**src/hdl/rbrs_pkg.sv**
```systemverilog
// Shared types, constants and a helper function for the robot bridge register block.
// No dependencies; the core, datapath, controller and verification files import it.
`default_nettype none

package rbrs_pkg;

   // Field widths that the bus and sensor formats fix.
   localparam int unsigned DIST_W  = 12;
   localparam int unsigned DRIVE_W = 9;

   // Default depth of the distance averaging ring.
   localparam int unsigned AVG_DEPTH_DEFAULT = 5;

   // Limits and reset values.
   localparam logic [15:0] SAMPLE_MAX   = 16'd4000;
   localparam logic [15:0] STOP_MIN     = 16'd30;
   localparam logic [15:0] STOP_RESET   = 16'd120;
   localparam logic [15:0] RESUME_RESET = 16'd180;
   localparam logic signed [15:0] DRIVE_MAX = 16'sd255;
   localparam logic [15:0] ID_WORD      = 16'h424D;

   // Transaction kinds.
   localparam logic [1:0] CMD_WRITE = 2'd0;
   localparam logic [1:0] CMD_READ  = 2'd1;
   localparam logic [1:0] CMD_TICK  = 2'd2;

   // Payload and response byte counts.
   localparam logic [1:0] LEN_NONE = 2'd0;
   localparam logic [1:0] LEN_ONE  = 2'd1;
   localparam logic [1:0] LEN_TWO  = 2'd2;

   // Register map.
   localparam logic [7:0] REG_ID     = 8'h00;
   localparam logic [7:0] REG_LEFT   = 8'h01;
   localparam logic [7:0] REG_RIGHT  = 8'h03;
   localparam logic [7:0] REG_DIST   = 8'h05;
   localparam logic [7:0] REG_FLAGS  = 8'h07;
   localparam logic [7:0] REG_OPTS   = 8'h08;
   localparam logic [7:0] REG_STOP   = 8'h09;
   localparam logic [7:0] REG_RESUME = 8'h0B;

   // Commands from the controller to the datapath.
   typedef struct packed {
      logic capture;
      logic do_write;
      logic ring_store;
      logic dist_clear;
      logic sum_step;
      logic div_start;
      logic div_take;
      logic finish;
      logic load_rsp;
   } ctrl_cmd_type;

   // Status from the datapath to the controller.
   typedef struct packed {
      logic [1:0] cmd;
      logic       sample_ok;
      logic       sum_last;
      logic       div_done;
      logic       rsp_free;
   } ctrl_status_type;

   // Saturates a 16-bit two's complement speed to the motor drive range.
   function automatic logic signed [DRIVE_W-1:0] clamp_speed(input logic [15:0] raw);
      logic signed [15:0] v;
      v = signed'(raw);
      if (v > DRIVE_MAX) begin
         return DRIVE_W'(DRIVE_MAX);
      end else if (v < -DRIVE_MAX) begin
         return DRIVE_W'(-DRIVE_MAX);
      end else begin
         return signed'(v[DRIVE_W-1:0]);
      end
   endfunction

endpackage

`default_nettype wire

```
**src/hdl/rbrs_if.sv**
```systemverilog
// Valid/ready channel interfaces for the request and response transactions.
// No dependencies.
`default_nettype none

interface rbrs_req_if;
   logic        valid;
   logic        ready;
   logic [1:0]  cmd;
   logic [7:0]  reg_addr;
   logic [1:0]  write_len;
   logic [15:0] write_data;
   logic [15:0] sample_mm;

   modport source (output valid, cmd, reg_addr, write_len, write_data, sample_mm,
                   input ready);
   modport sink   (input valid, cmd, reg_addr, write_len, write_data, sample_mm,
                   output ready);
endinterface

interface rbrs_rsp_if;
   logic              valid;
   logic              ready;
   logic [15:0]       read_data;
   logic [1:0]        read_len;
   logic signed [8:0] left_drive;
   logic signed [8:0] right_drive;
   logic [2:0]        status_bits;

   modport source (output valid, read_data, read_len, left_drive, right_drive, status_bits,
                   input ready);
   modport sink   (input valid, read_data, read_len, left_drive, right_drive, status_bits,
                   output ready);
endinterface

`default_nettype wire

```
**src/hdl/robot_bridge_registers_with_safety_core.sv**
```systemverilog
// Robot bridge register block: bus register file, distance averaging and safety stop.
// Takes one request transaction on req_ch and returns exactly one response on rsp_ch.
// A bus write selects a register and may store motor speeds, options or thresholds.
// A bus read returns the selected register; a sensor tick filters a sample in
// millimetres, updates the hysteresis stop latch and sets both motor drives.
// Every response also carries the current drives and the three status bits.
// Requests are taken one at a time: req_ch.ready is high only while the controller
// is idle. Writes, reads and unused commands go from decode straight to the output
// state. A tick with a valid sample stores it in the ring, sums the n samples held
// there (up to AVG_DEPTH) and forms the mean in a bit-serial divider that works
// through the sample sum bit by bit (15 bits for five samples). An invalid sample
// clears the distance and skips the ring and the divider.
// The response sits in an output register, so a new request is accepted while the
// previous response still waits; if the receiver stalls, the following response is
// held back until that register is free. Reset is synchronous: it restores the
// register defaults (stop 120, resume 180), empties the ring and clears all drives.
// Depends on rbrs_pkg, rbrs_if, rbrs_ctrl, rbrs_dpath and rbrs_div.
`default_nettype none

module robot_bridge_registers_with_safety_core #(
   parameter int unsigned AVG_DEPTH = rbrs_pkg::AVG_DEPTH_DEFAULT
) (
   input wire logic  clock,
   input wire logic  reset,
   rbrs_req_if.sink   req_ch,
   rbrs_rsp_if.source rsp_ch
);

   import rbrs_pkg::*;

   ctrl_cmd_type    ctl_cmd;
   ctrl_status_type ctl_stat;

   rbrs_ctrl u_ctrl (
      .clock     (clock),
      .reset     (reset),
      .req_valid (req_ch.valid),
      .req_ready (req_ch.ready),
      .ctl_stat  (ctl_stat),
      .ctl_cmd   (ctl_cmd)
   );

   rbrs_dpath #(
      .AVG_DEPTH (AVG_DEPTH)
   ) u_dpath (
      .clock           (clock),
      .reset           (reset),
      .ctl_cmd         (ctl_cmd),
      .ctl_stat        (ctl_stat),
      .req_cmd         (req_ch.cmd),
      .req_reg_addr    (req_ch.reg_addr),
      .req_write_len   (req_ch.write_len),
      .req_write_data  (req_ch.write_data),
      .req_sample_mm   (req_ch.sample_mm),
      .rsp_ready       (rsp_ch.ready),
      .rsp_valid       (rsp_ch.valid),
      .rsp_read_data   (rsp_ch.read_data),
      .rsp_read_len    (rsp_ch.read_len),
      .rsp_left_drive  (rsp_ch.left_drive),
      .rsp_right_drive (rsp_ch.right_drive),
      .rsp_status_bits (rsp_ch.status_bits)
   );

endmodule

`default_nettype wire

```
**src/hdl/rbrs_div.sv**
```systemverilog
// Bit-serial restoring divider, one quotient bit per cycle.
// No package dependencies; used by the datapath for the distance mean.
`default_nettype none

module rbrs_div #(
   parameter int unsigned DVD_W = 16,
   parameter int unsigned DVS_W = 4
) (
   input  wire logic             clock,
   input  wire logic             reset,
   input  wire logic             start,
   input  wire logic [DVD_W-1:0] dividend,
   input  wire logic [DVS_W-1:0] divisor,
   output logic                  done,
   output logic [DVD_W-1:0]      quotient
);

   localparam int unsigned CNT_W = $clog2(DVD_W + 1);

   logic             busy_ff;
   logic             done_ff;
   logic [CNT_W-1:0] cnt_ff;
   logic [DVD_W-1:0] q_ff;
   logic [DVS_W-1:0] rem_ff;
   logic [DVS_W-1:0] dvs_ff;
   logic [DVS_W:0]   trial;
   logic             fits;
   logic [DVS_W-1:0] rem_in;

   // Trial subtraction of the divisor from the shifted partial remainder.
   always_comb begin
      trial  = {rem_ff, q_ff[DVD_W-1]};
      fits   = (trial >= {1'b0, dvs_ff});
      rem_in = fits ? DVS_W'(trial - {1'b0, dvs_ff}) : trial[DVS_W-1:0];
   end

   // Sequencing: a step per cycle, with a pulse once the last bit is in.
   always_ff @(posedge clock) begin
      if (reset) begin
         busy_ff <= 1'b0;
         done_ff <= 1'b0;
         cnt_ff  <= '0;
      end else begin
         done_ff <= 1'b0;
         if (start) begin
            busy_ff <= 1'b1;
            cnt_ff  <= '0;
         end else if (busy_ff) begin
            cnt_ff <= cnt_ff + 1'b1;
            if (cnt_ff == CNT_W'(DVD_W - 1)) begin
               busy_ff <= 1'b0;
               done_ff <= 1'b1;
            end
         end
      end
   end

   // Dividend shifts out at the top while quotient bits shift in at the bottom.
   always_ff @(posedge clock) begin
      if (start) begin
         q_ff   <= dividend;
         rem_ff <= '0;
         dvs_ff <= divisor;
      end else if (busy_ff) begin
         q_ff   <= {q_ff[DVD_W-2:0], fits};
         rem_ff <= rem_in;
      end
   end

   assign done     = done_ff;
   assign quotient = q_ff;

endmodule

`default_nettype wire

```
**src/hdl/rbrs_dpath.sv**
```systemverilog
// Datapath: bus registers, sample ring, accumulator, safety latch and response register.
// Depends on rbrs_pkg and instantiates rbrs_div.
`default_nettype none

module rbrs_dpath #(
   parameter int unsigned AVG_DEPTH = rbrs_pkg::AVG_DEPTH_DEFAULT
) (
   input  wire logic                    clock,
   input  wire logic                    reset,
   input  wire rbrs_pkg::ctrl_cmd_type  ctl_cmd,
   output rbrs_pkg::ctrl_status_type    ctl_stat,
   input  wire logic [1:0]              req_cmd,
   input  wire logic [7:0]              req_reg_addr,
   input  wire logic [1:0]              req_write_len,
   input  wire logic [15:0]             req_write_data,
   input  wire logic [15:0]             req_sample_mm,
   input  wire logic                    rsp_ready,
   output logic                         rsp_valid,
   output logic [15:0]                  rsp_read_data,
   output logic [1:0]                   rsp_read_len,
   output logic signed [8:0]            rsp_left_drive,
   output logic signed [8:0]            rsp_right_drive,
   output logic [2:0]                   rsp_status_bits
);

   import rbrs_pkg::*;

   localparam int unsigned IDX_W = (AVG_DEPTH > 1) ? $clog2(AVG_DEPTH) : 1;
   localparam int unsigned CNT_W = $clog2(AVG_DEPTH + 1);
   localparam int unsigned SUM_W = $clog2(AVG_DEPTH * SAMPLE_MAX + 1);

   // Captured transaction.
   logic [1:0]  cmd_ff;
   logic [7:0]  addr_ff;
   logic [1:0]  wlen_ff;
   logic [15:0] wdata_ff;
   logic [15:0] sample_ff;

   // Architectural registers.
   logic [7:0]                selected_ff,  selected_in;
   logic signed [DRIVE_W-1:0] left_cmd_ff,  left_cmd_in;
   logic signed [DRIVE_W-1:0] right_cmd_ff, right_cmd_in;
   logic [7:0]                opt_ff,       opt_in;
   logic [15:0]               stop_ff,      stop_in;
   logic [15:0]               resume_ff,    resume_in;
   logic [DIST_W-1:0]         filt_ff,      filt_in;
   logic [2:0]                flag_ff,      flag_in;
   logic [IDX_W-1:0]          pos_ff,       pos_in;
   logic                      full_ff,      full_in;
   logic                      latch_ff,     latch_in;
   logic signed [DRIVE_W-1:0] left_out_ff,  left_out_in;
   logic signed [DRIVE_W-1:0] right_out_ff, right_out_in;

   // Averaging.
   logic [DIST_W-1:0] ring_ff [AVG_DEPTH];
   logic [IDX_W-1:0]  sum_idx_ff;
   logic [SUM_W-1:0]  sum_ff;
   logic [CNT_W-1:0]  count;
   logic              div_done;
   logic [SUM_W-1:0]  quotient;

   // Response register.
   logic              rsp_valid_ff;
   logic [15:0]       rsp_data_ff;
   logic [1:0]        rsp_len_ff;
   logic signed [8:0] rsp_left_ff;
   logic signed [8:0] rsp_right_ff;
   logic [2:0]        rsp_flag_ff;

   logic [15:0]               rd_data;
   logic [1:0]                rd_len;
   logic [1:0]                wlen_eff;
   logic                      sample_ok;
   logic [15:0]               dist_wide;
   logic                      latch_nx;
   logic signed [DRIVE_W-1:0] left_sel;
   logic signed [DRIVE_W-1:0] right_sel;

   // Transaction capture.
   always_ff @(posedge clock) begin
      if (ctl_cmd.capture) begin
         cmd_ff    <= req_cmd;
         addr_ff   <= req_reg_addr;
         wlen_ff   <= req_write_len;
         wdata_ff  <= req_write_data;
         sample_ff <= req_sample_mm;
      end
   end

   assign sample_ok = (sample_ff != 16'd0) && (sample_ff <= SAMPLE_MAX);
   assign wlen_eff  = (wlen_ff > LEN_TWO) ? LEN_TWO : wlen_ff;
   assign count     = full_ff ? CNT_W'(AVG_DEPTH) : CNT_W'(pos_ff);
   assign dist_wide = {{(16 - DIST_W){1'b0}}, filt_ff};

   // Hysteresis latch and drive selection used at the end of a tick.
   always_comb begin
      if (!opt_ff[2]) begin
         latch_nx = 1'b0;
      end else if (flag_ff[0]) begin
         latch_nx = latch_ff ? !(dist_wide >= resume_ff) : (dist_wide <= stop_ff);
      end else begin
         latch_nx = latch_ff;
      end
      left_sel  = opt_ff[0] ? -left_cmd_ff  : left_cmd_ff;
      right_sel = opt_ff[1] ? -right_cmd_ff : right_cmd_ff;
   end

   // Next values of the architectural registers.
   always_comb begin
      selected_in  = selected_ff;
      left_cmd_in  = left_cmd_ff;
      right_cmd_in = right_cmd_ff;
      opt_in       = opt_ff;
      stop_in      = stop_ff;
      resume_in    = resume_ff;
      filt_in      = filt_ff;
      flag_in      = flag_ff;
      pos_in       = pos_ff;
      full_in      = full_ff;
      latch_in     = latch_ff;
      left_out_in  = left_out_ff;
      right_out_in = right_out_ff;

      // Bus write: select, then store where the register and length allow it.
      if (ctl_cmd.do_write) begin
         selected_in = addr_ff;
         if (wlen_eff != LEN_NONE) begin
            if (addr_ff == REG_OPTS) begin
               opt_in = wdata_ff[7:0];
            end else if (wlen_eff == LEN_TWO) begin
               if (addr_ff == REG_LEFT) begin
                  left_cmd_in = clamp_speed(wdata_ff);
               end else if (addr_ff == REG_RIGHT) begin
                  right_cmd_in = clamp_speed(wdata_ff);
               end else if (addr_ff == REG_STOP) begin
                  stop_in = (wdata_ff < STOP_MIN) ? STOP_MIN : wdata_ff;
               end else if (addr_ff == REG_RESUME) begin
                  resume_in = (wdata_ff < stop_ff) ? stop_ff : wdata_ff;
               end
            end
         end
      end

      // Valid sample advances the ring position.
      if (ctl_cmd.ring_store) begin
         if (pos_ff == IDX_W'(AVG_DEPTH - 1)) begin
            pos_in  = '0;
            full_in = 1'b1;
         end else begin
            pos_in = pos_ff + 1'b1;
         end
      end

      // Invalid sample drops the distance.
      if (ctl_cmd.dist_clear) begin
         filt_in    = '0;
         flag_in[0] = 1'b0;
      end

      // Mean is ready.
      if (ctl_cmd.div_take) begin
         filt_in    = quotient[DIST_W-1:0];
         flag_in[0] = 1'b1;
      end

      // Safety latch, status and motor drive.
      if (ctl_cmd.finish) begin
         latch_in   = latch_nx;
         flag_in[1] = opt_ff[2];
         if (!opt_ff[2]) begin
            flag_in[2] = 1'b0;
         end else if (flag_ff[0]) begin
            flag_in[2] = latch_nx;
         end
         left_out_in  = latch_nx ? '0 : left_sel;
         right_out_in = latch_nx ? '0 : right_sel;
      end
   end

   always_ff @(posedge clock) begin
      if (reset) begin
         selected_ff  <= '0;
         left_cmd_ff  <= '0;
         right_cmd_ff <= '0;
         opt_ff       <= '0;
         stop_ff      <= STOP_RESET;
         resume_ff    <= RESUME_RESET;
         filt_ff      <= '0;
         flag_ff      <= '0;
         pos_ff       <= '0;
         full_ff      <= 1'b0;
         latch_ff     <= 1'b0;
         left_out_ff  <= '0;
         right_out_ff <= '0;
      end else begin
         selected_ff  <= selected_in;
         left_cmd_ff  <= left_cmd_in;
         right_cmd_ff <= right_cmd_in;
         opt_ff       <= opt_in;
         stop_ff      <= stop_in;
         resume_ff    <= resume_in;
         filt_ff      <= filt_in;
         flag_ff      <= flag_in;
         pos_ff       <= pos_in;
         full_ff      <= full_in;
         latch_ff     <= latch_in;
         left_out_ff  <= left_out_in;
         right_out_ff <= right_out_in;
      end
   end

   // Sample ring and running sum; only written entries are ever summed.
   always_ff @(posedge clock) begin
      if (ctl_cmd.ring_store) begin
         ring_ff[pos_ff] <= sample_ff[DIST_W-1:0];
         sum_ff          <= '0;
         sum_idx_ff      <= '0;
      end else if (ctl_cmd.sum_step) begin
         sum_ff     <= sum_ff + SUM_W'(ring_ff[sum_idx_ff]);
         sum_idx_ff <= sum_idx_ff + 1'b1;
      end
   end

   rbrs_div #(
      .DVD_W (SUM_W),
      .DVS_W (CNT_W)
   ) u_div (
      .clock    (clock),
      .reset    (reset),
      .start    (ctl_cmd.div_start),
      .dividend (sum_ff),
      .divisor  (count),
      .done     (div_done),
      .quotient (quotient)
   );

   // Register read multiplexer.
   always_comb begin
      rd_len = LEN_TWO;
      unique case (selected_ff)
         REG_ID:     rd_data = ID_WORD;
         REG_LEFT:   rd_data = 16'(left_cmd_ff);
         REG_RIGHT:  rd_data = 16'(right_cmd_ff);
         REG_DIST:   rd_data = dist_wide;
         REG_FLAGS: begin
            rd_data = {13'd0, flag_ff};
            rd_len  = LEN_ONE;
         end
         REG_OPTS: begin
            rd_data = {8'd0, opt_ff};
            rd_len  = LEN_ONE;
         end
         REG_STOP:   rd_data = stop_ff;
         REG_RESUME: rd_data = resume_ff;
         default: begin
            rd_data = 16'd0;
            rd_len  = LEN_ONE;
         end
      endcase
   end

   // Response output register.
   always_ff @(posedge clock) begin
      if (reset) begin
         rsp_valid_ff <= 1'b0;
      end else if (ctl_cmd.load_rsp) begin
         rsp_valid_ff <= 1'b1;
      end else if (rsp_ready) begin
         rsp_valid_ff <= 1'b0;
      end
   end

   always_ff @(posedge clock) begin
      if (ctl_cmd.load_rsp) begin
         rsp_data_ff  <= (cmd_ff == CMD_READ) ? rd_data : 16'd0;
         rsp_len_ff   <= (cmd_ff == CMD_READ) ? rd_len  : LEN_NONE;
         rsp_left_ff  <= left_out_ff;
         rsp_right_ff <= right_out_ff;
         rsp_flag_ff  <= flag_ff;
      end
   end

   // Status back to the controller.
   always_comb begin
      ctl_stat.cmd       = cmd_ff;
      ctl_stat.sample_ok = sample_ok;
      ctl_stat.sum_last  = ((CNT_W'(sum_idx_ff) + 1'b1) == count);
      ctl_stat.div_done  = div_done;
      ctl_stat.rsp_free  = !rsp_valid_ff || rsp_ready;
   end

   assign rsp_valid       = rsp_valid_ff;
   assign rsp_read_data   = rsp_data_ff;
   assign rsp_read_len    = rsp_len_ff;
   assign rsp_left_drive  = rsp_left_ff;
   assign rsp_right_drive = rsp_right_ff;
   assign rsp_status_bits = rsp_flag_ff;

endmodule

`default_nettype wire

```
**src/hdl/rbrs_ctrl.sv**
```systemverilog
// Controller state machine that sequences one transaction at a time.
// Depends on rbrs_pkg; drives the datapath through its command struct.
`default_nettype none

module rbrs_ctrl (
   input  wire logic                      clock,
   input  wire logic                      reset,
   input  wire logic                      req_valid,
   output logic                           req_ready,
   input  wire rbrs_pkg::ctrl_status_type ctl_stat,
   output rbrs_pkg::ctrl_cmd_type         ctl_cmd
);

   import rbrs_pkg::*;

   localparam logic [2:0] ST_IDLE   = 3'd0;
   localparam logic [2:0] ST_DECODE = 3'd1;
   localparam logic [2:0] ST_SUM    = 3'd2;
   localparam logic [2:0] ST_DIVGO  = 3'd3;
   localparam logic [2:0] ST_DIV    = 3'd4;
   localparam logic [2:0] ST_FINISH = 3'd5;
   localparam logic [2:0] ST_OUT    = 3'd6;

   logic [2:0] state_ff, state_in;

   // Next state and datapath commands.
   always_comb begin
      state_in  = state_ff;
      ctl_cmd   = '0;
      req_ready = 1'b0;
      unique case (state_ff)
         ST_IDLE: begin
            req_ready = 1'b1;
            if (req_valid) begin
               ctl_cmd.capture = 1'b1;
               state_in        = ST_DECODE;
            end
         end
         ST_DECODE: begin
            unique case (ctl_stat.cmd)
               CMD_WRITE: begin
                  ctl_cmd.do_write = 1'b1;
                  state_in         = ST_OUT;
               end
               CMD_TICK: begin
                  if (ctl_stat.sample_ok) begin
                     ctl_cmd.ring_store = 1'b1;
                     state_in           = ST_SUM;
                  end else begin
                     ctl_cmd.dist_clear = 1'b1;
                     state_in           = ST_FINISH;
                  end
               end
               default: state_in = ST_OUT;
            endcase
         end
         ST_SUM: begin
            ctl_cmd.sum_step = 1'b1;
            if (ctl_stat.sum_last) begin
               state_in = ST_DIVGO;
            end
         end
         ST_DIVGO: begin
            ctl_cmd.div_start = 1'b1;
            state_in          = ST_DIV;
         end
         ST_DIV: begin
            if (ctl_stat.div_done) begin
               ctl_cmd.div_take = 1'b1;
               state_in         = ST_FINISH;
            end
         end
         ST_FINISH: begin
            ctl_cmd.finish = 1'b1;
            state_in       = ST_OUT;
         end
         ST_OUT: begin
            if (ctl_stat.rsp_free) begin
               ctl_cmd.load_rsp = 1'b1;
               state_in         = ST_IDLE;
            end
         end
         default: state_in = ST_IDLE;
      endcase
   end

   always_ff @(posedge clock) begin
      if (reset) begin
         state_ff <= ST_IDLE;
      end else begin
         state_ff <= state_in;
      end
   end

endmodule

`default_nettype wire

```
**src/flat_wrapper.sv**
```systemverilog
// flat-port wrapper written by rule: the top's interface ports become plain ports
module robot_bridge_registers_with_safety_core_flat import rbrs_pkg::*;
#(
   parameter int unsigned AVG_DEPTH = rbrs_pkg::AVG_DEPTH_DEFAULT
)
  (clock, reset, req_ch_valid, req_ch_cmd, req_ch_reg_addr, req_ch_write_len, req_ch_write_data, req_ch_sample_mm, req_ch_ready, rsp_ch_valid, rsp_ch_read_data, rsp_ch_read_len, rsp_ch_left_drive, rsp_ch_right_drive, rsp_ch_status_bits, rsp_ch_ready);
  rbrs_req_if req_ch_i ();
  rbrs_rsp_if rsp_ch_i ();
  input wire logic clock;
  input wire logic reset;
  input wire logic [$bits(req_ch_i.valid)-1:0] req_ch_valid;
  input wire logic [$bits(req_ch_i.cmd)-1:0] req_ch_cmd;
  input wire logic [$bits(req_ch_i.reg_addr)-1:0] req_ch_reg_addr;
  input wire logic [$bits(req_ch_i.write_len)-1:0] req_ch_write_len;
  input wire logic [$bits(req_ch_i.write_data)-1:0] req_ch_write_data;
  input wire logic [$bits(req_ch_i.sample_mm)-1:0] req_ch_sample_mm;
  output wire logic [$bits(req_ch_i.ready)-1:0] req_ch_ready;
  output wire logic [$bits(rsp_ch_i.valid)-1:0] rsp_ch_valid;
  output wire logic [$bits(rsp_ch_i.read_data)-1:0] rsp_ch_read_data;
  output wire logic [$bits(rsp_ch_i.read_len)-1:0] rsp_ch_read_len;
  output wire logic [$bits(rsp_ch_i.left_drive)-1:0] rsp_ch_left_drive;
  output wire logic [$bits(rsp_ch_i.right_drive)-1:0] rsp_ch_right_drive;
  output wire logic [$bits(rsp_ch_i.status_bits)-1:0] rsp_ch_status_bits;
  input wire logic [$bits(rsp_ch_i.ready)-1:0] rsp_ch_ready;
  assign req_ch_i.valid = req_ch_valid;
  assign req_ch_i.cmd = req_ch_cmd;
  assign req_ch_i.reg_addr = req_ch_reg_addr;
  assign req_ch_i.write_len = req_ch_write_len;
  assign req_ch_i.write_data = req_ch_write_data;
  assign req_ch_i.sample_mm = req_ch_sample_mm;
  assign req_ch_ready = req_ch_i.ready;
  assign rsp_ch_valid = rsp_ch_i.valid;
  assign rsp_ch_read_data = rsp_ch_i.read_data;
  assign rsp_ch_read_len = rsp_ch_i.read_len;
  assign rsp_ch_left_drive = rsp_ch_i.left_drive;
  assign rsp_ch_right_drive = rsp_ch_i.right_drive;
  assign rsp_ch_status_bits = rsp_ch_i.status_bits;
  assign rsp_ch_i.ready = rsp_ch_ready;
  robot_bridge_registers_with_safety_core #(.AVG_DEPTH(AVG_DEPTH)) u_core (.clock(clock), .reset(reset), .req_ch(req_ch_i), .rsp_ch(rsp_ch_i));
endmodule
```
**config.mk**
```make
export PLATFORM = sky130hd
export DESIGN_NAME = robot_bridge_registers_with_safety_core_flat
export DESIGN_NICKNAME = d
export VERILOG_FILES = /design/src/hdl/rbrs_pkg.sv /design/src/hdl/rbrs_if.sv /design/src/hdl/robot_bridge_registers_with_safety_core.sv /design/src/hdl/rbrs_div.sv /design/src/hdl/rbrs_dpath.sv /design/src/hdl/rbrs_ctrl.sv /design/src/flat_wrapper.sv
export SDC_FILE = /design/constraint.sdc
export NUM_CORES = 1
export LEC_CHECK = 0
export ABC_CLOCK_PERIOD_IN_PS = 5600
export BUFFER_PORTS_ARGS = -buffer_cell sky130_fd_sc_hd__buf_2
export CORE_MARGIN = 2
export CORE_UTILIZATION = 30
export CTS_CLUSTER_DIAMETER = 60
export CTS_CLUSTER_SIZE = 8
export DETAILED_ROUTE_END_ITERATION = 10
export HOLD_SLACK_MARGIN = 0.06
export PLACE_DENSITY = 0.44
export SLEW_MARGIN = 0
export SYNTH_ARGS = -nofsm -noshare
export SYNTH_HDL_FRONTEND = slang
export SYNTH_SLANG_ARGS = --single-unit
export TNS_END_PERCENT = 20
```
**constraint.sdc**
```tcl
create_clock -name clock -period 5.6 [get_ports clock]
set_input_delay 1.12 -clock clock [delete_from_list [all_inputs] [get_ports clock]]
set_output_delay 1.12 -clock clock [all_outputs]
set_load 0.02 [all_outputs]
```
## Word level (Yosys, flattened, before mapping)

Memory sizes are Yosys's and may differ from the RTL's. A register that Yosys moved wholly into a read port is not among the register bits.
Cells that the tools add are included.

| cells by class | value |
|---|---|
| add/subtract/negate cells | 7 |
| magnitude comparators | 9 |
| equal/unequal tests | 29 |
| multiplexer cells | 57 |
| bitwise logic cells | 5 |
| reductions and logical operators | 23 |

Operators by type and width:

| cell | count |
|---|---|
| 16-bit case mux with 8 select lines | 1 |
| 9-bit two-way mux | 6 |
| 8-bit by 4-bit equality test with 1-bit output (second input constant) | 6 |
| 3-bit two-way mux | 12 |
| 16-bit two-way mux | 2 |
| 15-bit two-way mux | 2 |
| 1-bit two-way mux | 28 |
| 12-bit two-way mux | 2 |
| 3-bit case mux with 7 select lines | 1 |
| 9-bit negator | 2 |
| 8-bit by 1-bit equality test with 1-bit output (second input constant) | 2 |
| 8-bit by 2-bit equality test with 1-bit output (second input constant) | 2 |
| 8-bit by 3-bit equality test with 1-bit output (second input constant) | 2 |
| 12-bit by 16-bit greater-or-equal comparator with 1-bit output | 1 |
| 16-bit by 9-bit greater-than comparator with 1-bit output (second input constant) | 1 |
| 12-bit by 16-bit <= comparator with 1-bit output | 1 |
| 16-bit by 12-bit <= comparator with 1-bit output (second input constant) | 1 |
| 16-bit < comparator | 1 |
| 16-bit by 5-bit < comparator with 1-bit output (second input constant) | 1 |
| 16-bit by 9-bit < comparator with 1-bit output (second input constant) | 1 |
| 16-bit nonzero test | 1 |
| 15-bit by 12-bit adder with 15-bit output | 1 |
| 3-bit equality test (second input constant) | 4 |
| 8-bit logical NOT | 1 |
| 31 further kinds | 48 |

| word-level totals | value |
|---|---|
| register bits after elaboration | 236 |
| bits in writable memories | 60 |
| bits of input ports | 48 |
| output and inout bits | 41 |
| word-level logic and storage cells | 166 |
| memories kept | 1 |

Memory list:

| memory | depth | width | read ports | clocked after Yosys merged registers in | write ports | RTL line | text |
|---|---|---|---|---|---|---|---|
| u_core.u_dpath.ring_ff | 5 | 12 | 1 | 1 | 1 | rbrs_dpath.sv:55 | `logic [DIST_W-1:0] ring_ff [AVG_DEPTH];` |

## Depth between registers and ports, before layout

Gate-level depths: netlist of run 1.

| logic depth | value |
|---|---|
| depth after elaboration | 7 |
| depth in mapped cells | 11 |
| depth with buffers taken out | 11 |

## Modules after synthesis

A second synthesis of run 1 with hierarchy kept.

| second synthesis, totals | value |
|---|---|
| cells, all modules | 1210 |
| area total of the unflattened synthesis | 13828.3 µm² |

Modules (own cells, without submodules):

| module | times used | cells each | area an instance (µm²) | seq. area each (µm²) |
|---|---|---|---|---|
| rbrs_dpath | 1 | 1082 | 12298.0 | 6816.5 |
| rbrs_div | 1 | 94 | 1233.7 | 720.7 |
| rbrs_ctrl | 1 | 34 | 296.5 | 60.1 |

## Worst setup path before layout of run 1

OpenSTA, ideal clock, no wires.

| timing path | value |
|---|---|
| path kind | flip-flop to flip-flop |
| start | register u_core.u_dpath.sample_ff[0] |
| end | memory u_core.u_dpath.ring_ff[0][0] (enable) |
| library setup time | 0.412 ns |
| data arrival time | 2.784 ns |
| data required time | 5.188 ns |
| path slack | 2.403 ns |
| cell stages (with the launch flop) | 6 |
| path buffers | 0 |
| period minus slack after synthesis | 3.197 ns |
| path through | edfxtp_1 > or4_1 > o21a_1 > o211ai_2 > nand3_1 > nor4_1 |

| between the ends | value |
|---|---|
| word-level cells in the longest chain between the ends | 7 |
| elaborated cells between the ends (all ways) | 8 |
| those cells by class | order compare: 1; mux: 5; reduce/logical: 2 |

RTL lines:

| what | RTL line | text |
|---|---|---|
| start, declared | rbrs_dpath.sv:37 | `logic [15:0] sample_ff;` |
| start signal, assigned | rbrs_dpath.sv:86 | `sample_ff <= req_sample_mm;` |
| 16-bit by 12-bit <= comparator with 1-bit output / 16-bit nonzero test (equally long branches) | rbrs_dpath.sv:90 | `assign sample_ok = (sample_ff != 16'd0) && (sample_ff <= SAMPLE_MAX);` |
| 1-bit logical AND (*) | rbrs_dpath.sv:90 |  |
| 1-bit two-way mux (*) | rbrs_ctrl.sv:46 | `if (ctl_stat.sample_ok) begin` |
| 2-bit two-way mux (*) | rbrs_ctrl.sv:40 | `unique case (ctl_stat.cmd)` |
| 3-bit two-way mux (*) | rbrs_ctrl.sv:31 | `unique case (state_ff)` |
| 1-bit two-way mux (*) | rbrs_dpath.sv:214 | `if (ctl_cmd.ring_store) begin` |
| 1-bit two-way mux (not written as such) (*) | rbrs_dpath.sv:215 | `ring_ff[pos_ff] <= sample_ff[DIST_W-1:0];` |
| end, declared | rbrs_dpath.sv:55 |  |

Every way passes the cells marked *; elsewhere a longest branch is shown, timed or not.

==> run metrics, run 1 <==
cells traversed along the worst timing path mux4_2, mux2i_1, inv_1, ha_1, a21oi_1, o211ai_1, o2111ai_1, a21boi_0, o41ai_1, mux2i_1; number of flops mapped to enable cells by yosys 161; count of final max-slew check failures 0; number of synthesis warnings 0; vias after detailed routing 9588; fraction of power consumed by the clock network 37.1%; filler cell count in the final layout 4416; clock net sink count 299; count of cell types in the netlist 76; overall routed net length 36100 um; worst setup skew after layout 0.0117 ns; normalized max-slew margin 18.4%; Tot Pwr 0.00708 W; core footprint 44400 um^2; Hold Vio Cnt, Final 0; Fmax 285 MHz; startpoint of the lowest-slack hold path u_core.u_dpath.right_out_ff[2]; Initial Util 30.5%; outcome completed; initial antenna violation count 1; xor-xnor portion of the synthesized cell area 1.81%; maximum number of pins on one net before global-route repair 65; DRC violations left 0; post-synthesis adder-cell area fraction 5.94%; main combinational cell family by area after synthesis simple AND/OR/NAND/NOR gates; latest clock arrival within the worst-skew pair 0.57 ns; share of the clock period used by the worst path after layout 62.8%; data required time of the critical path 6.10 ns; Hold Path End u_core.u_dpath.rsp_right_drive[2]; unrepaired setup endpoints after global routing false; type of element capturing the critical path register; I/O pin count 89; total of cells resized after clock tree synthesis 0; Final Worst Setup Slack 2.09 ns; crit-path leading delay family compound AO/OA/AOI/OAI gates; CP max FO 12; global route overflow 0; time the worst path needs with I/O delays and setup 3.51 ns; total leakage power 5.94 nW; slew at the pin with the worst max-slew slack 1.22 ns; via count of the first global-routing pass 9490; commonest non-fill, non-tap cells in the layout 161 x edfxtp_1, 138 x dfxtp_1, 136 x nor2_1; final design area excluding fillers 16000 um^2; Critical Path Start Type register; post-synthesis compound-gate area fraction 12.0%; R2R cell count 10; cell with the biggest individual delay on the critical path dfxtp_1; Die ar. 46800 um^2; net switching power 0.00220 W; ant diodes 0; Cell Rows 77; iteration-0 DRC count of the detailed router 686; leading register cell type out of synthesis edfxtp_1; placed wire-length estimate after detailed placement 26000 um; total of max-cap violations 0; CTS H-Tree Depth 2; share of total power in sequential cells 41.6%; y dimension of the die 216 um; buffer levels on the longest clock path 3; Final setup viols 0; Setup Buffers After CTS 0; worst flop-to-flop path endpoint u_core.u_dpath.sum_ff[13]; clock slew at reported path FFs 0.05 ns; mux contribution to synthesized area 6.92%; Buf/Inv on CP 1; share of cells above drive strength 1 15.0%; mean post-synth cell area 11.0 um^2; wire length of the first global-routing pass 55900 um; CP Data Arrival Time 4.02 ns; minimum setup slack among reg-to-reg paths 2.09 ns; via density per instance 4.91; Synth Cell Area 13500 um^2; clock tree from TritonCTS built; Post-Syn Nets 1338; share of total power consumed by net switching 31.1%; root buffer selected by CTS clkbuf_16; global router's overall resource usage 15.4%; worst hold slack 0.429 ns; worst slack at placement 1.99 ns; Hold Crit Depth 0; part of the total power dissipated in combinational logic 21.3%; die width 216 um; Detail Route Antenna Nets 0; cell count after synthesis 1227; proportion of synthesized flip-flops having asynchronous set or reset 0%; number of port buffers 88; final layout net count 1435; clock buffers created by TritonCTS 45; count of TritonRoute iterations in the first routing pass 5; crit path kind reg -> reg; Peak VDD IR 425 uV; placed instance area 14600 um^2; commonest non-fill, non-tap cell in the layout edfxtp_1; routability congestion estimate from global placement 0.827; cts hold-fix bufs 0; area share of and/or/nand/nor cells after synthesis 13.6%; most used cell along the critical path mux2i_1; post-synthesis sequential area ratio 56.1%; area added between synthesis and finish 18.1%; Routed wire per std cell 18.5 um; total power per unit cell area 443 nW/um^2; largest incremental delay on the critical path 0.83 ns; internal power of the cells 0.00488 W; number of synthesized register bits 299; Worst Hold Class reg -> reg; setup total negative slack 0 ns
==> worst max path at each step <==
stage / startpoint / end / slack [ns] / depth (start not counted)
final: register / u_core.u_dpath.sum_ff[13] / 2.09 / 10
after global routing: register / u_core.u_dpath.sum_ff[13] / 1.66 / 10
after CTS: register / u_core.u_dpath.sum_ff[14] / 1.99 / 9
after detailed placement: register / u_core.u_dpath.sum_ff[14] / 1.99 / 9
after global placement: register / u_core.u_dpath.sum_ff[14] / 2.05 / 9
after floorplan: u_core.u_dpath.sample_ff[0] / u_core.u_dpath.ring_ff[0][0] / 2.40 / 5
==> metrics by stage <==
stage	cells	utilization (%)
2_1_floorplan	1227	-
3_3_place_gp	1869	32.9
3_5_place_dp	1869	32.9
4_1_cts	1952	36.0
5_1_grt	1952	36.0
6_report	1952	36.0
==> synthesized netlist by cell type (all sizes together), types with 5 or more instances <==
cell / number / area [um^2]
a31oi: 10 / 62.6
o31ai: 10 / 75.1
or2: 7 / 43.8
xor2: 17 / 149
a211oi: 28 / 210
o22ai: 7 / 43.8
dfxtp: 138 / 2760
xnor2: 11 / 96.3
nor2b: 11 / 68.8
inv: 53 / 199
o21a: 12 / 90.1
nand3: 33 / 170
nor4: 14 / 93.8
buf: 17 / 120
o211ai: 7 / 57.6
a22oi: 8 / 60.1
ha: 61 / 763
a22o: 12 / 105
nor2: 136 / 510
nand3b: 5 / 37.5
edfxtp: 161 / 4830
clkbuf: 35 / 145
or3: 10 / 62.6
or4: 7 / 56.3
nand4: 9 / 56.3
nand2b: 10 / 62.6
o21ai: 49 / 245
mux2i: 53 / 531
a21oi: 75 / 375
mux4: 12 / 270
mux2: 12 / 135
nand2: 130 / 490
nor3: 15 / 80.1
==> state kept, by name, indices dropped and copies added, names as in the netlist, 8 cells and up, named ones only <==
signal	cells
u_core.u_dpath.rsp_read_data	16
u_core.u_dpath.right_cmd_ff	9
u_core.u_dpath.resume_ff	16
u_core.u_dpath.left_out_ff	9
u_core.u_dpath.sum_ff	15
u_core.u_dpath.opt_ff	8
u_core.u_dpath.selected_ff	8
u_core.u_dpath.rsp_right_drive	9
u_core.u_dpath.sample_ff	16
u_core.u_dpath.wdata_ff	16
u_core.u_dpath.u_div.quotient	15
u_core.u_dpath.rsp_left_drive	9
u_core.u_dpath.filt_ff	12
u_core.u_dpath.left_cmd_ff	9
u_core.u_dpath.addr_ff	8
u_core.u_dpath.ring_ff	60
u_core.u_dpath.stop_ff	16
u_core.u_dpath.right_out_ff	9
==> per-layer routing <==
| layer | vias to the layer above | track usage (%) | part of all wire (%) |
|---|---|---|---|
| met3 | 51 | 3.26 | 4.4 |
| li1 | 4707 | - | - |
| met5 | - | 0 | 0 |
| met1 | 4656 | 22.0 | 50 |
| met4 | 0 | 4.47 | 1.8 |
| met2 | 174 | 23.4 | 44 |
==> cell type report <==
class	instances	area (um^2)	share of cell area, %
repair buffers	103	553	3.46
well taps	592	741	4.63
multi-input cells	821	5500	34.4
clock inverters	6	108	0.673
inverters	54	203	1.27
clock buffers	77	1290	8.04
flip-flops and latches	299	7600	47.5
==> power by group through the flow <==
stage / registers (W) / clock network, W / logic [W]
after detailed placement: 0.00300 / 0 / 0.00151
after CTS: 0.00296 / 0.00270 / 0.00152
after floorplan: 0.00281 / 0 / 0.00121
after global routing: 0.00299 / 0.00280 / 0.00169
after global placement: 0.00300 / 0 / 0.00150
final: 0.00295 / 0.00262 / 0.00151
==> kinds of logic after synthesis <==
family | after synthesis
compound gates | 252
buf+inv | 107
fa+ha+maj | 63
flops | 299
xor+xnor | 28
simple gates | 401
mux | 77
No activity file was read; power rests on OpenSTA's default activity.
==> inputs of run 2 (changes only) <==
ABC_CLOCK_PERIOD_IN_PS = 3200   (was 5600)
PLACE_DENSITY = 0.46   (was 0.44)
clock period = 3.2 ns   (was 5.6 ns; I/O delays follow)
==> run 2 against run 1 <==
Routed wire length decreased by 0.79%. Via count increased by 1.0%. Register-to-register slack got worse by 1.9 ns. Combinational power increased by 97%. Utilization increased by 0.58 points. Worst setup slack got worse by 1.9 ns. Sequential cell count unchanged. Critical path type unchanged. Largest cell class unchanged. Highest routed layer unchanged.
==> run metrics, run 2 (synthesis results as in run 1) <==
die width 216 um (unchanged); register area 7600 um^2 (unchanged); overall routed net length 35800 um (-0.79%); Detail Route Antenna Nets 0 (unchanged); total power per unit cell area 773 nW/um^2 (+75%); y dimension of the die 216 um (unchanged); clock net sink count 299 (unchanged); type of element capturing the critical path register; CTS H-Tree Depth 2 (unchanged); Final setup viols 0 (unchanged); count of final max-slew check failures 0 (unchanged); Worst Hold Class in -> reg; routed length on met1 17600 um (-2.0%); slew at the pin with the worst max-slew slack 0.882 ns (-0.337 ns); buffer levels on the longest clock path 3 (unchanged); I/O pin count 89 (unchanged); clock tree from TritonCTS built; final layout net count 1469 (+2.4%); via count of the first global-routing pass 9542 (+0.55%); placed wire-length estimate after detailed placement 26000 um (+0.25%); vias after detailed routing 9685 (+1.0%); area added between synthesis and finish 20.1%; crit path kind reg -> reg; Fmax 328 MHz (+15%); Critical Path Start Type register; total of max-cap violations 0 (unchanged); time the worst path needs with I/O delays and setup 3.04 ns (-0.471 ns); met2 WL 15700 um (-1.3%); Die ar. 46800 um^2 (unchanged); DRC violations left 0 (unchanged); Tot Pwr 0.0126 W (+78%); Initial Util 30.5% (unchanged); root buffer selected by CTS clkbuf_16; Met3 Routed Length 1820 um (+14%); Cell Rows 77 (unchanged); unrepaired setup endpoints after global routing true; Hold Vio Cnt, Final 0 (unchanged); share of cells above drive strength 1 17.2% (+2.2 points); worst setup skew after layout 0.0159 ns (+0.00426 ns); commonest non-fill, non-tap cells in the layout 161 x edfxtp_1, 138 x dfxtp_1, 136 x nor2_1; number of port buffers 88 (unchanged); clock buffers created by TritonCTS 45 (unchanged); wire length of the first global-routing pass 55800 um (-0.12%); Routed wire per std cell 18.0 um (-2.4%); multi-input logic area 5510 um^2 (about the same); setup total negative slack 0 ns (unchanged); max FFs per register 60 (unchanged); CP max FO 8 (-4); iteration-0 DRC count of the detailed router 735 (+7.1%); via density per instance 4.88 (-0.67%); final standard cell utilization of the core 36.6% (+0.58 points); commonest non-fill, non-tap cell in the layout edfxtp_1; routability congestion estimate from global placement 0.859 (+3.9%); worst slack at placement 0.147 ns (-1.84 ns); CP Data Arrival Time 3.54 ns (-0.48 ns); count of TritonRoute iterations in the first routing pass 5 (unchanged); outcome completed; normalized max-slew margin 41.0% (+23 points); most flop-heavy register u_core.u_dpath.ring_ff; filler cell count in the final layout 4441 (+0.57%); initial antenna violation count 0 (-1); data required time of the critical path 3.69 ns (-2.41 ns); highest routing layer actually used met4; clock slew at reported path FFs 0.05 ns (about the same); core footprint 44400 um^2 (unchanged); total leakage power 6.11 nW (+2.9%); global router's overall resource usage 15.2% (-0.14 points); ant diodes 0 (unchanged); share of the clock period used by the worst path after layout 95.1% (+32 points); Final Worst Setup Slack 0.156 ns (-1.93 ns); Peak VDD IR 372 uV (-12%); latest clock arrival within the worst-skew pair 0.57 ns (about the same); maximum number of pins on one net before global-route repair 49 (-25%); global route overflow 0 (unchanged)
run 2: metal layers:
metal,up-vias,track usage [%]
li1,4768,-
met1,4669,21.9
met2,194,23.2
met3,54,3.10
met4,0,4.29
met5,-,0
run 2: per-stage QoR:
| stage | hold WS (ns) | instance area [um^2] | instances |
|---|---|---|---|
| after floorplan | 0.408 | 13500 | 1227 |
| after global placement | 0.413 | 14800 | 1902 |
| after detailed placement | 0.417 | 14800 | 1902 |
| after CTS | 0.205 | 16200 | 1984 |
| after global routing | 0.218 | 16200 | 1985 |
| final | 0.243 | 16200 | 1985 |
run 2: worst paths after layout:
kind                                               startpoint                               end  slack (ns)  cells after the start
worst max register to register                       register          u_core.u_dpath.sum_ff[8]        0.16                     13
worst min-delay path                      req_ch_sample_mm[8]       u_core.u_dpath.sample_ff[8]        0.24                      1
worst min register to register  u_core.u_dpath.left_out_ff[4]  u_core.u_dpath.rsp_left_drive[4]        0.42                      0
worst max-delay path                                 register          u_core.u_dpath.sum_ff[8]        0.16                     13
run 2: what timing repair did:
action	in CTS	in global routing
setup buffers	0	1
gates resized for setup	0	3
setup endpoints to repair	0	3
hold buffers	0	0
run 2: cell type report:
cell class                      count  area share, %
Sequential cell                   299           46.8
Inverter                           54           1.25
Tap cell                          592           4.56
Clock buffer                       75           7.81
Multi-Input combinational cell    821           33.9
Timing Repair Buffer              137           5.05
Clock inverter                      7          0.693
run 2: report_power, final:
| part | switching [W] | internal (W) | leakage, nW | total, W |
|---|---|---|---|---|
| logic | 0.00170 | 0.00127 | 2.81 | 0.00298 |
| registers | 0.000446 | 0.00459 | 2.64 | 0.00503 |
| clock network | 0.00177 | 0.00279 | 0.663 | 0.00456 |
run 2: critical path, cell delays in order (launching register included):
cell,delay [ns]
dfxtp_1,0.37
buf_12,0.15
mux4_2,0.50
mux2_2,0.28
ha_1,0.19
inv_1,0.07
fa_1,0.17
nand2b_1,0.15
a21oi_1,0.11
buf_4,0.15
or2_2,0.26
a31oi_1,0.24
nand3_1,0.13
a31oi_1,0.18
==> inputs of run 3 (changes only) <==
ABC_AREA = 1   (was not set)
==> run 3 against run 2 <==
Non-clock buffer count down 21. Cell area up 1.2%. Clock skew up 0.015 ns. Final cell count up 16%. Worst setup slack better by 0.29 ns. Clock power down 3%. Die area up 2.6%. Combinational power up 14%. Register-to-register slack better by 0.29 ns. Critical path depth up 5. Largest cell class unchanged.
==> run metrics, run 3 <==
cell count after synthesis 1559 (+27%); die width 219 um (+1.3%); area share of and/or/nand/nor cells after synthesis 16.5% (+2.8 points); mux contribution to synthesized area 0% (-6.9 points); Critical Path Start Type register; commonest non-fill, non-tap cell in the layout nand2_1; clock net sink count 299 (unchanged); most flop-heavy register u_core.u_dpath.ring_ff; most frequent cells after synthesis 236 x nand2_1, 204 x inv_1, 182 x nor2_1, 161 x edfxtp_1, 153 x o21ai_0; time the worst path needs with I/O delays and setup 2.75 ns (-0.292 ns); unrepaired setup endpoints after global routing false; total power per unit cell area 784 nW/um^2 (+1.3%); main combinational cell family by area after synthesis simple AND/OR/NAND/NOR gates; placed wire-length estimate after detailed placement 27400 um (+5.3%); number of synthesized register bits 299 (unchanged); placed instance area 15100 um^2 (+1.7%); final design area excluding fillers 16400 um^2 (+1.2%); commonest non-fill, non-tap cells in the layout 236 x nand2_1, 204 x inv_1, 180 x nor2_1; count of cell types in the netlist 41 (-46%); post-synthesis adder-cell area fraction 5.78% (-0.15 points); total of max-cap violations 0 (unchanged); Cell Rows 78 (+1.3%); clock buffers created by TritonCTS 45 (unchanged); crit path kind reg -> reg; Final setup viols 0 (unchanged); latest clock arrival within the worst-skew pair 0.58 ns (about the same); iteration-0 DRC count of the detailed router 511 (-30%); number of synthesis warnings 0 (unchanged); global router's overall resource usage 16.0% (+0.80 points); routability congestion estimate from global placement 0.866 (+0.85%); leading register cell type out of synthesis edfxtp_1; count of TritonRoute iterations in the first routing pass 5 (unchanged); total leakage power 6.71 nW (+9.8%); final standard cell utilization of the core 36.1% (-0.52 points); post-synthesis sequential area ratio 54.7% (-1.4 points); biggest area contributors in the synthesized netlist edfxtp_1 35%, dfxtp_1 20%, nand2_1 6.4%, inv_1 5.5%, o21ai_0 5.5%; proportion of synthesized flip-flops having asynchronous set or reset 0% (unchanged); filler cell count in the final layout 4664 (+5.0%); cts hold-fix bufs 0 (unchanged); buffer levels on the longest clock path 3 (unchanged); root buffer selected by CTS clkbuf_16; number of instances in the placed design 2225 (+17%); worst hold slack 0.233 ns (-0.00923 ns); via density per instance 4.68 (-4.1%); Initial Util 30.5% (about the same); CTS H-Tree Depth 2 (unchanged); post-synthesis cell type with the largest combined area edfxtp_1; area added between synthesis and finish 18.4%; vias after detailed routing 10.8k (+12%); via count of the first global-routing pass 10.5k (+9.9%); number of port buffers 88 (unchanged); most numerous cell in the Yosys netlist nand2_1; xor-xnor portion of the synthesized cell area 1.14% (-0.68 points); Die ar. 48000 um^2 (+2.6%); normalized max-slew margin 45.0% (+4.0 points); count of non-filler cells in the finished layout 2308 (+16%); clock slew at reported path FFs 0.05 ns (about the same); mean post-synth cell area 8.91 um^2 (-19%); Peak VDD IR 422 uV (+13%); Setup Buffers After CTS 0 (unchanged); overall routed net length 37600 um (+5.0%); final layout net count 1783 (+21%); Routed wire per std cell 16.3 um (-9.7%); I/O pin count 89 (unchanged); DRC violations left 0 (unchanged); type of element capturing the critical path register; data required time of the critical path 3.72 ns (+0.03 ns); share of cells above drive strength 1 11.6% (-5.6 points); wire length of the first global-routing pass 59500 um (+6.5%); share of the clock period used by the worst path after layout 86.0% (-9.1 points); y dimension of the die 219 um (+1.3%); global route overflow 0 (unchanged); area fraction of the dominant cell type after synthesis 34.8% (-0.91 points); number of flops mapped to enable cells by yosys 161 (unchanged); Synth Cell Area 13900 um^2 (+2.6%); max FFs per register 60 (unchanged); setup total negative slack 0 ns (unchanged); Post-Syn Nets 1670 (+25%); maximum number of pins on one net before global-route repair 68 (+39%); Hold Vio Cnt, Final 0 (unchanged); post-synthesis compound-gate area fraction 14.8% (+2.7 points); Worst Hold Class in -> reg; initial antenna violation count 0 (unchanged); clock tree from TritonCTS built; core footprint 45600 um^2 (+2.6%); CP max FO 13 (+5); slew at the pin with the worst max-slew slack 0.826 ns (-0.0566 ns); Detail Route Antenna Nets 0 (unchanged); CP Data Arrival Time 3.27 ns (-0.27 ns); outcome completed; count of final max-slew check failures 0 (unchanged); worst setup skew after layout 0.0306 ns (+0.0147 ns); Fmax 363 MHz (+11%)
run 3: path summary, 6_finish.rpt:
check	startpoint	to	slack, ns	cells past startpoint
hold reg to reg	u_core.u_dpath.right_out_ff[6]	u_core.u_dpath.rsp_right_drive[6]	0.42	0
hold / removal	req_ch_sample_mm[4]	u_core.u_dpath.sample_ff[4]	0.23	1
setup reg to reg	register	u_core.u_dpath.sum_ff[10]	0.45	18
setup / recovery	register	u_core.u_dpath.sum_ff[10]	0.45	18
run 3: cells by family after synthesis:
group	Yosys count
compound gates	375
xor+xnor	18
fa+ha+maj	63
buf+inv	259
flops	299
simple gates	545
run 3: power by group:
group          total [W]  leakage [nW]  internal [W]  switching [W]
sequential       0.00504          2.60       0.00465       0.000396
clock            0.00442         0.639       0.00270        0.00173
combinational    0.00341          3.47       0.00119        0.00223
run 3: final cells by class:
class                   count  area (um^2)  share of cell area [%]
diodes                      1         2.50                  0.0152
repair buffers            116          651                    3.96
clock inverters             6         60.1                   0.365
multi-input cells        1001         5320                    32.3
clock buffers              76         1270                    7.75
well taps                 600          751                    4.57
flip-flops and latches    299         7600                    46.2
inverters                 209          785                    4.77
run 3: worst max-delay path, cell delays in order, from the launching register on:
cell	delay, ns
dfxtp_2	0.38
inv_1	0.09
buf_4	0.18
o21ai_0	0.11
o22ai_1	0.12
nand2_1	0.07
o21ai_0	0.11
inv_1	0.09
fa_1	0.38
inv_1	0.08
nand3_1	0.06
nand2_1	0.14
a21oi_1	0.12
nor2_1	0.19
nand2_1	0.07
o21ai_0	0.19
xor2_1	0.16
nor2_1	0.05
nor2_1	0.09
run 3: timing repair:
action	in CTS	in global routing
endpoints found under the hold margin	0	0
setup endpoints to repair	0	2
gates resized for setup	0	1
run 3: metrics by stage:
| stage | total power [W] | worst slack (ns) |
|---|---|---|
| floorplan | 0.00752 | 0.427 |
| global placement | 0.00852 | 0.344 |
| detailed placement | 0.00854 | 0.329 |
| CTS | 0.0131 | 0.318 |
| global route | 0.0138 | 0.0847 |
| finish | 0.0129 | 0.447 |
run 3: per-layer routing:
layer / share of wire [%] / vias to the layer above / global-route usage (%)
li1: - / 5525 / -
met1: 49 / 5002 / 22.9
met2: 44 / 223 / 24.4
met3: 5.4 / 52 / 2.99
met4: 2.3 / 0 / 5.00
met5: 0 / - / 0
